File: src/rtl/modular_exponentiator_assert.svh
// Assertion macros shared by the modular exponentiator RTL.
// Each macro expects clk_i and rst_ni in the scope where it is used.
`ifndef MODULAR_EXPONENTIATOR_ASSERT_SVH
`define MODULAR_EXPONENTIATOR_ASSERT_SVH

// Same-cycle implication.
`define MEXP_ASSERT_IMPL(label, ante, cons, msg) \
  label: assert property (@(posedge clk_i) disable iff (!rst_ni) (ante) |-> (cons)) \
    else $error(msg);

// Next-cycle implication.
`define MEXP_ASSERT_NEXT(label, ante, cons, msg) \
  label: assert property (@(posedge clk_i) disable iff (!rst_ni) (ante) |=> (cons)) \
    else $error(msg);

`endif

File: src/rtl/mexp_pkg.sv
// Shared types and constants of the modular exponentiator.
// Used by the controller, the datapath and the top level; depends on nothing.
package mexp_pkg;

  localparam int WIDTH = 32;
  localparam int CNT_W = $clog2(WIDTH);
  localparam int CFG_IDX_W = 2;

  localparam logic [CFG_IDX_W-1:0] CFG_MODULUS   = CFG_IDX_W'(0);
  localparam logic [CFG_IDX_W-1:0] CFG_GENERATOR = CFG_IDX_W'(1);

  localparam logic [WIDTH-1:0] MODULUS_RST   = WIDTH'(2);
  localparam logic [WIDTH-1:0] GENERATOR_RST = WIDTH'(2);

  typedef enum logic [2:0] {
    S_IDLE,
    S_MSTART,
    S_DBL,
    S_ADD,
    S_WB,
    S_NEXT,
    S_DONE
  } state_e;

  typedef enum logic [1:0] {
    PH_REDUCE,
    PH_SQUARE,
    PH_MULT
  } phase_e;

  typedef struct packed {
    logic   load;
    logic   mul_start;
    phase_e sel;
    logic   dbl;
    logic   add;
    logic   wb;
    logic   exp_shift;
    logic   emit;
  } cmd_t;

  typedef struct packed {
    logic mul_last;
    logic exp_bit;
    logic exp_last;
    logic m_small;
  } stat_t;

endpackage

File: src/rtl/mexp_dp.sv
// Datapath of the modular exponentiator: operand registers, counters and the
// shared modular adder. Depends on mexp_pkg; driven by mexp_ctrl commands.
module mexp_dp (
  input  logic                       clk_i,
  input  logic                       rst_ni,
  input  mexp_pkg::cmd_t             cmd_i,
  output mexp_pkg::stat_t            stat_o,
  input  logic                       op_i,
  input  logic [mexp_pkg::WIDTH-1:0] peer_key_i,
  input  logic [mexp_pkg::WIDTH-1:0] exponent_i,
  input  logic [mexp_pkg::WIDTH-1:0] modulus_i,
  input  logic [mexp_pkg::WIDTH-1:0] generator_i,
  output logic [mexp_pkg::WIDTH-1:0] result_o
);
  import mexp_pkg::*;

  logic [WIDTH-1:0] base_q, base_d;
  logic [WIDTH-1:0] exp_q, exp_d;
  logic [WIDTH-1:0] res_q, res_d;
  logic [WIDTH-1:0] acc_q, acc_d;
  logic [WIDTH-1:0] ma_q, ma_d;
  logic [WIDTH-1:0] mb_q, mb_d;
  logic [CNT_W-1:0] cnt_q, cnt_d;
  logic [CNT_W-1:0] ecnt_q, ecnt_d;

  logic [WIDTH-1:0] add_y;
  logic [WIDTH-1:0] gap;
  logic [WIDTH-1:0] mod_sum;

  // (acc + y) mod m with acc and y below m
  assign add_y   = cmd_i.dbl ? acc_q : ma_q;
  assign gap     = modulus_i - add_y;
  assign mod_sum = (acc_q >= gap) ? (acc_q - gap) : (acc_q + add_y);

  always_comb begin
    base_d = base_q;
    exp_d  = exp_q;
    res_d  = res_q;
    acc_d  = acc_q;
    ma_d   = ma_q;
    mb_d   = mb_q;
    cnt_d  = cnt_q;
    ecnt_d = ecnt_q;
    if (cmd_i.load) begin
      base_d = op_i ? peer_key_i : generator_i;
      exp_d  = exponent_i;
      res_d  = WIDTH'(1);
      ecnt_d = CNT_W'(WIDTH - 1);
    end
    if (cmd_i.mul_start) begin
      acc_d = '0;
      cnt_d = CNT_W'(WIDTH - 1);
      case (cmd_i.sel)
        PH_REDUCE: begin
          ma_d = WIDTH'(1);
          mb_d = base_q;
        end
        PH_SQUARE: begin
          ma_d = res_q;
          mb_d = res_q;
        end
        default: begin
          ma_d = res_q;
          mb_d = base_q;
        end
      endcase
    end
    if (cmd_i.dbl) begin
      acc_d = mod_sum;
    end
    if (cmd_i.add) begin
      if (mb_q[WIDTH-1]) begin
        acc_d = mod_sum;
      end
      mb_d  = {mb_q[WIDTH-2:0], 1'b0};
      cnt_d = cnt_q - CNT_W'(1);
    end
    if (cmd_i.wb) begin
      case (cmd_i.sel)
        PH_REDUCE: base_d = acc_q;
        default:   res_d  = acc_q;
      endcase
    end
    if (cmd_i.exp_shift) begin
      exp_d  = {exp_q[WIDTH-2:0], 1'b0};
      ecnt_d = ecnt_q - CNT_W'(1);
    end
  end

  always_ff @(posedge clk_i) begin
    base_q <= base_d;
    exp_q  <= exp_d;
    res_q  <= res_d;
    acc_q  <= acc_d;
    ma_q   <= ma_d;
    mb_q   <= mb_d;
  end

  always_ff @(posedge clk_i or negedge rst_ni) begin
    if (!rst_ni) begin
      cnt_q  <= '0;
      ecnt_q <= '0;
    end else begin
      cnt_q  <= cnt_d;
      ecnt_q <= ecnt_d;
    end
  end

  assign stat_o.mul_last = (cnt_q == '0);
  assign stat_o.exp_bit  = exp_q[WIDTH-1];
  assign stat_o.exp_last = (ecnt_q == '0);
  assign stat_o.m_small  = (modulus_i < WIDTH'(2));

  assign result_o = stat_o.m_small ? '0 : res_q;

endmodule

File: src/rtl/mexp_ctrl.sv
// Controller of the modular exponentiator: sequences base reduction, square
// and multiply steps. Depends on mexp_pkg and the assertion macro header.
`include "modular_exponentiator_assert.svh"

module mexp_ctrl (
  input  logic            clk_i,
  input  logic            rst_ni,
  input  logic            in_valid_i,
  output logic            in_ready_o,
  input  logic            out_free_i,
  input  mexp_pkg::stat_t stat_i,
  output mexp_pkg::cmd_t  cmd_o
);
  import mexp_pkg::*;

  state_e state_q, state_d;
  phase_e phase_q, phase_d;

  always_ff @(posedge clk_i or negedge rst_ni) begin
    if (!rst_ni) begin
      state_q <= S_IDLE;
      phase_q <= PH_REDUCE;
    end else begin
      state_q <= state_d;
      phase_q <= phase_d;
    end
  end

  always_comb begin
    state_d    = state_q;
    phase_d    = phase_q;
    in_ready_o = 1'b0;
    cmd_o      = '0;
    cmd_o.sel  = phase_q;
    case (state_q)
      S_IDLE: begin
        in_ready_o = 1'b1;
        if (in_valid_i) begin
          cmd_o.load = 1'b1;
          phase_d    = PH_REDUCE;
          state_d    = stat_i.m_small ? S_DONE : S_MSTART;
        end
      end
      S_MSTART: begin
        cmd_o.mul_start = 1'b1;
        state_d         = S_DBL;
      end
      S_DBL: begin
        cmd_o.dbl = 1'b1;
        state_d   = S_ADD;
      end
      S_ADD: begin
        cmd_o.add = 1'b1;
        state_d   = stat_i.mul_last ? S_WB : S_DBL;
      end
      S_WB: begin
        cmd_o.wb = 1'b1;
        case (phase_q)
          PH_REDUCE: begin
            phase_d = PH_SQUARE;
            state_d = S_MSTART;
          end
          PH_SQUARE: begin
            if (stat_i.exp_bit) begin
              phase_d = PH_MULT;
              state_d = S_MSTART;
            end else begin
              state_d = S_NEXT;
            end
          end
          default: state_d = S_NEXT;
        endcase
      end
      S_NEXT: begin
        cmd_o.exp_shift = 1'b1;
        phase_d         = PH_SQUARE;
        state_d         = stat_i.exp_last ? S_DONE : S_MSTART;
      end
      S_DONE: begin
        if (out_free_i) begin
          cmd_o.emit = 1'b1;
          state_d    = S_IDLE;
        end
      end
      default: state_d = S_IDLE;
    endcase
  end

  `MEXP_ASSERT_NEXT(a_accept_starts, in_valid_i && in_ready_o, state_q == S_MSTART || state_q == S_DONE, "accepted request did not start")
  `MEXP_ASSERT_IMPL(a_mult_on_set_bit, phase_q == PH_MULT, stat_i.exp_bit, "multiply step on a clear exponent bit")
  `MEXP_ASSERT_NEXT(a_done_holds, state_q == S_DONE && !out_free_i, state_q == S_DONE, "result dropped while output busy")

endmodule

File: src/rtl/modular_exponentiator.sv
// Modular exponentiator: returns base^exponent mod modulus, base being the
// configured generator (op 0) or peer_key (op 1), reduced first. One request
// is in work at a time; each exponent bit takes a square step and, if set,
// a multiply step. A modulus of 0 or 1 skips all steps and returns 0.
// The pace is set by the single shared modular adder, which consumes one
// multiplier bit per double step followed by a conditional add step. A finished
// result waits in the output register while the next request is taken.
// Depends on mexp_pkg, mexp_ctrl and mexp_dp.
`include "modular_exponentiator_assert.svh"

module modular_exponentiator (
  input  logic                           clk_i,
  input  logic                           rst_ni,
  input  logic                           in_valid_i,
  output logic                           in_ready_o,
  input  logic                           op_i,
  input  logic [mexp_pkg::WIDTH-1:0]     peer_key_i,
  input  logic [mexp_pkg::WIDTH-1:0]     exponent_i,
  output logic                           out_valid_o,
  input  logic                           out_ready_i,
  output logic [mexp_pkg::WIDTH-1:0]     result_o,
  input  logic                           cfg_valid_i,
  output logic                           cfg_ready_o,
  input  logic [mexp_pkg::CFG_IDX_W-1:0] cfg_index_i,
  input  logic [mexp_pkg::WIDTH-1:0]     cfg_data_i
);
  import mexp_pkg::*;

  logic [WIDTH-1:0] modulus_q, modulus_d;
  logic [WIDTH-1:0] generator_q, generator_d;
  logic             out_valid_q, out_valid_d;
  logic [WIDTH-1:0] result_q, result_d;
  logic [WIDTH-1:0] dp_result;
  logic             out_free;
  cmd_t             cmd;
  stat_t            stat;

  assign cfg_ready_o = 1'b1;

  always_comb begin
    modulus_d   = modulus_q;
    generator_d = generator_q;
    if (cfg_valid_i) begin
      case (cfg_index_i)
        CFG_MODULUS:   modulus_d   = cfg_data_i;
        CFG_GENERATOR: generator_d = cfg_data_i;
        default: ;
      endcase
    end
  end

  assign out_free = !out_valid_q || out_ready_i;

  always_comb begin
    out_valid_d = out_valid_q;
    result_d    = result_q;
    if (out_valid_q && out_ready_i) begin
      out_valid_d = 1'b0;
    end
    if (cmd.emit) begin
      out_valid_d = 1'b1;
      result_d    = dp_result;
    end
  end

  always_ff @(posedge clk_i or negedge rst_ni) begin
    if (!rst_ni) begin
      modulus_q   <= MODULUS_RST;
      generator_q <= GENERATOR_RST;
      out_valid_q <= 1'b0;
    end else begin
      modulus_q   <= modulus_d;
      generator_q <= generator_d;
      out_valid_q <= out_valid_d;
    end
  end

  always_ff @(posedge clk_i) begin
    result_q <= result_d;
  end

  assign out_valid_o = out_valid_q;
  assign result_o    = result_q;

  mexp_ctrl u_ctrl (
    .clk_i      (clk_i),
    .rst_ni     (rst_ni),
    .in_valid_i (in_valid_i),
    .in_ready_o (in_ready_o),
    .out_free_i (out_free),
    .stat_i     (stat),
    .cmd_o      (cmd)
  );

  mexp_dp u_dp (
    .clk_i       (clk_i),
    .rst_ni      (rst_ni),
    .cmd_i       (cmd),
    .stat_o      (stat),
    .op_i        (op_i),
    .peer_key_i  (peer_key_i),
    .exponent_i  (exponent_i),
    .modulus_i   (modulus_q),
    .generator_i (generator_q),
    .result_o    (dp_result)
  );

  `MEXP_ASSERT_IMPL(a_no_overwrite, cmd.emit && out_valid_q, out_ready_i, "pending result overwritten")
  `MEXP_ASSERT_NEXT(a_emit_sets_valid, cmd.emit, out_valid_q, "emitted result not presented")
  `MEXP_ASSERT_IMPL(a_busy_not_ready, out_valid_q && !out_ready_i && cmd.emit, 1'b0, "emit into a stalled output")

endmodule
File: config.mk
export PLATFORM = sky130hd
export DESIGN_NAME = modular_exponentiator
export DESIGN_NICKNAME = d
export VERILOG_FILES = /design/src/rtl/mexp_pkg.sv /design/src/rtl/mexp_dp.sv /design/src/rtl/mexp_ctrl.sv /design/src/rtl/modular_exponentiator.sv
export VERILOG_INCLUDE_DIRS = /design/src /design/src/rtl
export SDC_FILE = /design/constraint.sdc
export NUM_CORES = 1
export LEC_CHECK = 0
export BUFFER_PORTS_ARGS = -buffer_cell sky130_fd_sc_hd__buf_4
export CORE_ASPECT_RATIO = 1.25
export CORE_MARGIN = 1
export CORE_UTILIZATION = 65
export CTS_BUF_LIST = sky130_fd_sc_hd__clkbuf_4
export DETAILED_ROUTE_END_ITERATION = 7
export GPL_ROUTABILITY_DRIVEN = 1
export PLACE_DENSITY_LB_ADDON = 0.05
export SLEW_MARGIN = 20
export SYNTH_ARGS = -nofsm -noshare
export SYNTH_HDL_FRONTEND = slang
export SYNTH_SLANG_ARGS = --single-unit
File: constraint.sdc
create_clock -name clk_i -period 14.9 [get_ports clk_i]
set_input_delay 2.235 -clock clk_i [delete_from_list [all_inputs] [get_ports clk_i]]
set_output_delay 2.235 -clock clk_i [all_outputs]
set_load 0.03 [all_outputs]
==> results.md, run 1 <==
* Critical path class: register to register
* Reg area at around 7800 um2
* Worst setup EP type: register
* Weighted congestion at the end of routability-driven global placement at approximately 0.94
* Pin count of the biggest net entering global routing at 81
* Relative max-transition margin at 0.269
* Top cells by area, synth: sky130_fd_sc_hd__edfxtp_1, sky130_fd_sc_hd__dfxtp_1, sky130_fd_sc_hd__dfrtp_1
* Detailed Place HPWL at 36.3 mm
* Highest attainable clock frequency at between 100 and 150 MHz
* DIE HEIGHT at between 150 and 200 um
* Area of combinational cells with multiple inputs at between 9000 and 10000 um2
* Flip-flop and latch count after synthesis at approximately 300
* Number of port buffers at approximately 140
* Largest stage delay on the critical path at about 560 ps
* Synthesized area per cell at around 9.8 um2
* Critical Path Slowest Stage Cell: sky130_fd_sc_hd__dfrtp_1
* Remaining number of nets flagged by the antenna check after routing at 0
* Status: finished, final reports clean
* Slew at the pin closest to its max-slew limit at 1090 ps
* Starting density of the core at 0.665
* 1st-pass router iterations at 6
* Fin Clk Skew at about 45 ps
* Clock sink count at a little over 300
* Detail-routed net length per standard cell at ~21 um
* # hold bufs at CTS at 0
* Clock Root Buffer: sky130_fd_sc_hd__clkbuf_4
* MaxCap Viol Count at 0
* Share of post-route cells with drive strength above 1 at 0.197
* First-pass GRT wire length at between 70 and 80 mm
* Library cell with the largest summed area after synthesis: sky130_fd_sc_hd__edfxtp_1
* H-tree depth at 3
* Part of the Yosys area used for sequential elements at 0.432
* Area of the core at 27000 um2
* Total of endpoints with negative setup slack in the final report at 0
* Type of the worst min-delay path: register to register
* Area enclosed by the die boundary at 28300 um2
* Post-Synthesis Net Count at just over 2000
* Relative area change from synthesis to final layout at 12.8%
* Unrepaired setup endpoints after global routing: no
* Number of design rule violations left after detail routing at 0
* Warnings from Yosys at 0
* Total via count after detailed routing at roughly 15000
* Worst-case clock buffer depth at 3
* Synth unique cells at 85
* Total number of placement rows at 67
* Total congestion overflow after global routing at 0
* Asr flop ratio synth at 0.263
* Horizontal die dimension at between 150 and 200 um
* Drt total wl at between 40 and 50 mm
* Post CTS Setup Buffer Count at 0
* Critical path arrival at 7550 ps
* Number of failing hold endpoints at the final stage at 0
* Number of standard cells after synthesis at approximately 1800
* Total Nets Final at approximately 2200
* Clock latency reported for the late side of the worst-skew pair at 710 ps
* Cell area after synthesis at around 18000 um2
* Highest net fanout along the worst path at 34
* Yosys top cell area share at 0.211
* Commonest register cell after synthesis: sky130_fd_sc_hd__edfxtp_1
* Number of pins exceeding their max-slew limit in the final report at 0
* Number of buffers created by CTS at between 70 and 80
* Number of enable flip-flop cells after synthesis at about 130
* Antenna violations before repair at 3
* Required time of the critical path at about 15000 ps
* Clock tree from TritonCTS: yes
* Period utilisation layout at 0.470
* Sum Neg Setup Slack at 0 ps
* Kind of launch point of the worst setup path: register
* DRC marker count from the first detailed-route iteration at ~1300
* I/O pin count at ~140
* Vias in the first global route at ~15000
* Total global routing track utilization at 0.356
* Register clock-pin slew on the reported worst setup and hold paths at approximately 70 ps
* Total of cells resized after clock tree synthesis at 0
* Via-per-instance ratio at approximately 6.3
* Filler Cell Count at 1850
* Time the worst path needs with I/O delays and setup at 7000 ps
-- per-stage QoR --
stage / hold WS (ps) / cell area [um2] / cells / setup WS [ps] / utilization
global placement: 443 / 19200 / 2236 / 7700 / 0.712
finish: 467 / 20300 / 2373 / 7900 / 0.750
CTS: 467 / 20200 / 2369 / 7520 / 0.749
global route: 495 / 20300 / 2373 / 7440 / 0.750
detailed placement: 451 / 19200 / 2236 / 7520 / 0.712
floorplan: 425 / 18000 / 1830 / 8880 / -
-- cell usage after synthesis, types with 13 or more instances --
cell type and number:
sky130_fd_sc_hd__a22o_1 73, sky130_fd_sc_hd__nand3_1 25, sky130_fd_sc_hd__and2_1 13, sky130_fd_sc_hd__nand4_1 13, sky130_fd_sc_hd__clkbuf_1 82, sky130_fd_sc_hd__ha_1 96
sky130_fd_sc_hd__a31oi_1 20, sky130_fd_sc_hd__xor2_1 38, sky130_fd_sc_hd__nor2b_1 74, sky130_fd_sc_hd__mux2i_1 77, sky130_fd_sc_hd__nor2_1 122, sky130_fd_sc_hd__nor3_1 28
sky130_fd_sc_hd__nand2b_1 16, sky130_fd_sc_hd__dfrtp_1 78, sky130_fd_sc_hd__a21o_1 50, sky130_fd_sc_hd__a21oi_1 122, sky130_fd_sc_hd__mux2_2 90, sky130_fd_sc_hd__dfxtp_1 98
sky130_fd_sc_hd__o21ai_0 143, sky130_fd_sc_hd__xnor2_1 43, sky130_fd_sc_hd__inv_1 70, sky130_fd_sc_hd__nand2_1 159, sky130_fd_sc_hd__edfxtp_1 126
-- registers in the layout, indices dropped and copies added (netlist names), 32 cells and up --
name and flops:
u_dp.exp_q 32, u_dp.ma_q 32, u_dp.base_q 32, u_dp.acc_q 32, u_dp.res_q 32, u_dp.mb_q 32
modulus_q 32, result_o 32, generator_q 32
-- layer usage --
layer	vias up	wire length [um]	share of wire	track usage
li1	6999	-	-	-
met1	7217	21300	0.43	0.495
met2	714	23200	0.46	0.561
met3	116	3790	0.076	0.0494
met4	0	1710	0.034	0.145
met5	-	0	0	0
-- worst max-delay path, delay by kind of cell, from the launching register on --
family	cells	cell delay [ps]
AO/OA/AOI/OAI	10	2340
AND/OR/NAND/NOR	8	1680
adder cells (fa/ha/maj)	3	1040
buffers and inverters	2	630
flip-flops	1	560
multiplexers	1	410
XOR/XNOR	1	160
-- placed cells by master, fill, tap and decap left out, drive strengths merged, types with 9 or more instances in the layout --
cell type and count:
nand4 13, o211ai 9, xnor2 43, mux2 90, a21o 50, buf 156, nand3 25, clkbuf 108
xor2 38, nor4 11, mux2i 77, nor2 122, o21ai 147, a211oi 9, edfxtp 126, dfxtp 98
nor2b 74, a31oi 21, a21oi 123, a22o 73, inv 72, clkinv 19, nand2 159, and2 14
dfrtp 78, nor3 28, ha 96, nand2b 17, and3 9
-- kinds of logic (layout without fill, tap and decap cells) --
logic type / Yosys count / in the layout / share of synthesized area
AOI/OAI and AO/OA: 516 / 516 / 0.191
xor gates and xnor gates: 81 / 81 / 0.0395
adders and majority gates: 99 / 99 / 0.0702
buffers and inverters: 165 / 360 / 0.0351
DFF: 304 / 304 / 0.432
muxes: 167 / 167 / 0.0994
other: 1 / 4 / 0.000209
and+or+nand+nor: 497 / 497 / 0.133
-- path summary, 6_finish.rpt --
check	startpoint	endpoint	slack, ps	depth (start not counted)
worst max register to register	u_ctrl.state_q[0]	u_dp.acc_q[9]	7900	25
worst min-delay path	u_dp.mb_q[0]	u_dp.mb_q[0]	470	2
worst min register to register	u_dp.mb_q[0]	u_dp.mb_q[0]	470	2
min in group asynchronous	rst_ni	u_dp.cnt_q[0]	1410	1
max in group asynchronous	rst_ni	generator_q[15]	12380	2
worst max-delay path	u_ctrl.state_q[0]	u_dp.acc_q[9]	7900	25
-- layout make-up --
cell class | count | area share
clock buffers | 108 | 0.0400
diodes | 3 | 0.000371
inverters | 71 | 0.0132
flip-flops and latches | 304 | 0.383
clock inverters | 25 | 0.00908
repair buffers | 156 | 0.0588
multi-input cells | 1361 | 0.475
well taps | 345 | 0.0213
Power of run 1 is not shown: default switching activity piles up to over one toggle a cycle in this logic, so the estimate is an artifact.
==> run 2: changes to the inputs <==
--- a/config.mk
+++ b/config.mk
@@ -9,7 +9,7 @@
 export BUFFER_PORTS_ARGS = -buffer_cell sky130_fd_sc_hd__buf_4
 export CORE_ASPECT_RATIO = 1.25
 export CORE_MARGIN = 1
-export CORE_UTILIZATION = 65
+export CORE_UTILIZATION = 57
 export CTS_BUF_LIST = sky130_fd_sc_hd__clkbuf_4
 export DETAILED_ROUTE_END_ITERATION = 7
 export GPL_ROUTABILITY_DRIVEN = 1
==> constraint.sdc (replaced) <==
create_clock -name clk_i -period 5.95 [get_ports clk_i]
set_input_delay 0.8925 -clock clk_i [delete_from_list [all_inputs] [get_ports clk_i]]
set_output_delay 0.8925 -clock clk_i [all_outputs]
set_load 0.03 [all_outputs]
==> run 2 against run 1 <==
Compared with the run above: worst hold slack worse by 410 ps; via count is 2.6% lower; core utilization is 7.8 points lower.
==> results.md, run 2 (same netlist as run 1, synthesis figures left out) <==
* Status: finished, final reports clean
* Vias in the first global route at 14202 (-2.8%)
* Period utilisation layout at 0.964 (+0.494)
* Horizontal die dimension at 161 um (+6.7%)
* Required time of the critical path at 6520 ps (-8930 ps)
* Finished Layout Cells at 2485 (+4.7%)
* Time the worst path needs with I/O delays and setup at 5730 ps (-1260 ps)
* Worst-case setup slack after placement at -48.7 ps (-7570 ps)
* Via-per-instance ratio at 5.90 (-7.0%)
* Number of buffers created by CTS at 75 (+2.7%)
* MaxCap Viol Count at 0 (unchanged)
* Critical path class: register to register
* Fin Clk Skew at 28.5 ps (-16.0 ps)
* Area of the core at 31000 um2 (+15%)
* Worst setup EP type: register
* First-pass GRT wire length at 77.8 mm (+0.38%)
* Number of port buffers at 137 (unchanged)
* Antenna violations before repair at 1 (-2)
* Critical path arrival at 6300 ps (-1250 ps)
* Smallest setup slack after layout at 216 ps (-7690 ps)
* Worst-case clock buffer depth at 3 (unchanged)
* Kind of launch point of the worst setup path: register
* Slew at the pin closest to its max-slew limit at 1020 ps (-72.6 ps)
* DIE HEIGHT at 200 um (+6.7%)
* # hold bufs at CTS at 0 (unchanged)
* H-tree depth at 3 (unchanged)
* Highest-count cells in the layout ignoring fill and taps: sky130_fd_sc_hd__buf_4, sky130_fd_sc_hd__nand2_1, sky130_fd_sc_hd__o21ai_0
* Number of design rule violations left after detail routing at 0 (unchanged)
* Number of failing hold endpoints at the final stage at 0 (unchanged)
* Clock Root Buffer: sky130_fd_sc_hd__clkbuf_4
* Total of endpoints with negative setup slack in the final report at 0 (unchanged)
* I/O pin count at 139 (unchanged)
* Total via count after detailed routing at 14651 (-2.6%)
* Detailed Place HPWL at 37.2 mm (+2.7%)
* Total congestion overflow after global routing at 0 (unchanged)
* Register clock-pin slew on the reported worst setup and hold paths at 70 ps (about the same)
* Drt total wl at 49.5 mm (-0.93%)
* Type of the worst min-delay path: primary input to asynchronous set/reset pin
* Share of post-route cells with drive strength above 1 at 0.225 (+0.0278)
* Pin count of the biggest net entering global routing at 81 (unchanged)
* Number of placed instances, taps included at 2339 (+4.6%)
* Sum Neg Setup Slack at 0 ps (unchanged)
* Detail-routed net length per standard cell at 19.9 um (-5.4%)
* Remaining number of nets flagged by the antenna check after routing at 0 (unchanged)
* Area enclosed by the die boundary at 32200 um2 (+14%)
* Most frequent standard cell in the layout excluding fill and tap cells: sky130_fd_sc_hd__buf_4
* Clock tree from TritonCTS: yes
* Highest net fanout along the worst path at 11 (-68%)
* Weighted congestion at the end of routability-driven global placement at 0.969 (+2.6%)
* Relative max-transition margin at 0.317 (+0.0486)
* Total Nets Final at 2219 (+2.3%)
* Number of pins exceeding their max-slew limit in the final report at 0 (unchanged)
* 1st-pass router iterations at 7 (+1)
* Clock sink count at 304 (unchanged)
* Clock latency reported for the late side of the worst-skew pair at 700 ps (about the same)
* Starting density of the core at 0.579 (-0.0858)
* Highest attainable clock frequency at 174 MHz (+22%)
* Relative area change from synthesis to final layout at 16.0%
* Total global routing track utilization at 0.307 (-0.0491)
* DRC marker count from the first detailed-route iteration at 1090 (-15%)
* Total number of placement rows at 72 (+7.5%)
run 2: routing by layer:
| layer | wire length (um) | part of all wire | GRT usage |
|---|---|---|---|
| met4 | 989 | 0.020 | 0.0950 |
| met1 | 23000 | 0.46 | 0.437 |
| met5 | 0 | 0 | 0 |
| met3 | 3100 | 0.063 | 0.0492 |
| met2 | 22500 | 0.45 | 0.481 |
run 2: critical path, stage by stage (launching register included):
cell and delay, ps:
sky130_fd_sc_hd__dfrtp_1 400, sky130_fd_sc_hd__nor2_2 130, sky130_fd_sc_hd__and2_4 160, sky130_fd_sc_hd__buf_12 140, sky130_fd_sc_hd__mux2_2 370, sky130_fd_sc_hd__ha_1 210
sky130_fd_sc_hd__fa_1 410, sky130_fd_sc_hd__nor2b_1 140, sky130_fd_sc_hd__o21ai_1 90, sky130_fd_sc_hd__a21o_1 210, sky130_fd_sc_hd__a21oi_2 160, sky130_fd_sc_hd__a32o_2 290
sky130_fd_sc_hd__o21ai_1 120, sky130_fd_sc_hd__a21oi_2 180, sky130_fd_sc_hd__o41ai_2 90, sky130_fd_sc_hd__xnor2_1 220, sky130_fd_sc_hd__ha_1 280, sky130_fd_sc_hd__buf_4 160
sky130_fd_sc_hd__a21o_1 150, sky130_fd_sc_hd__a21o_1 170, sky130_fd_sc_hd__a21oi_1 140, sky130_fd_sc_hd__o21ai_1 120, sky130_fd_sc_hd__a221oi_2 430, sky130_fd_sc_hd__a21oi_2 120
sky130_fd_sc_hd__o2111ai_1 210, sky130_fd_sc_hd__a2111oi_0 120, sky130_fd_sc_hd__or3b_1 360
run 2: per-stage QoR:
step	utilization	hold slack [ps]	area, um2
6_report	0.672	53.1	20800
5_1_grt	0.672	9.21	20800
4_1_cts	0.668	6.58	20700
3_5_place_dp	0.634	464	19600
3_3_place_gp	0.634	440	19600
2_1_floorplan	-	425	18000
run 2: repair_timing:
action,CTS,global route
setup buffers,0,6
gates cloned,0,1
pin swaps,0,17
setup endpoints to repair,10,32
gates resized for setup,3,21
run 2: layout make-up:
type	count	area, um2
well taps	407	509
multi-input cells	1361	9670
diodes	1	2.50
flip-flops and latches	304	7750
clock buffers	106	796
repair buffers	203	1590
inverters	71	267
clock inverters	32	246
fillers	2569	10200
run 2: path summary, 6_finish.rpt:
check	start	end	slack, ps	cells past startpoint
setup / recovery	u_ctrl.state_q[0]	u_dp.acc_q[31]	220	26
hold / removal	rst_ni	u_ctrl.phase_q[1]	50	1
setup reg to reg	u_ctrl.state_q[0]	u_dp.acc_q[31]	220	26
hold reg to reg	u_dp.cnt_q[3]	u_dp.cnt_q[3]	470	1
max in group asynchronous	rst_ni	modulus_q[4]	4760	2
min in group clk_i	cfg_data_i[0]	modulus_q[0]	430	3
Power of run 2 is left out for the same reason.
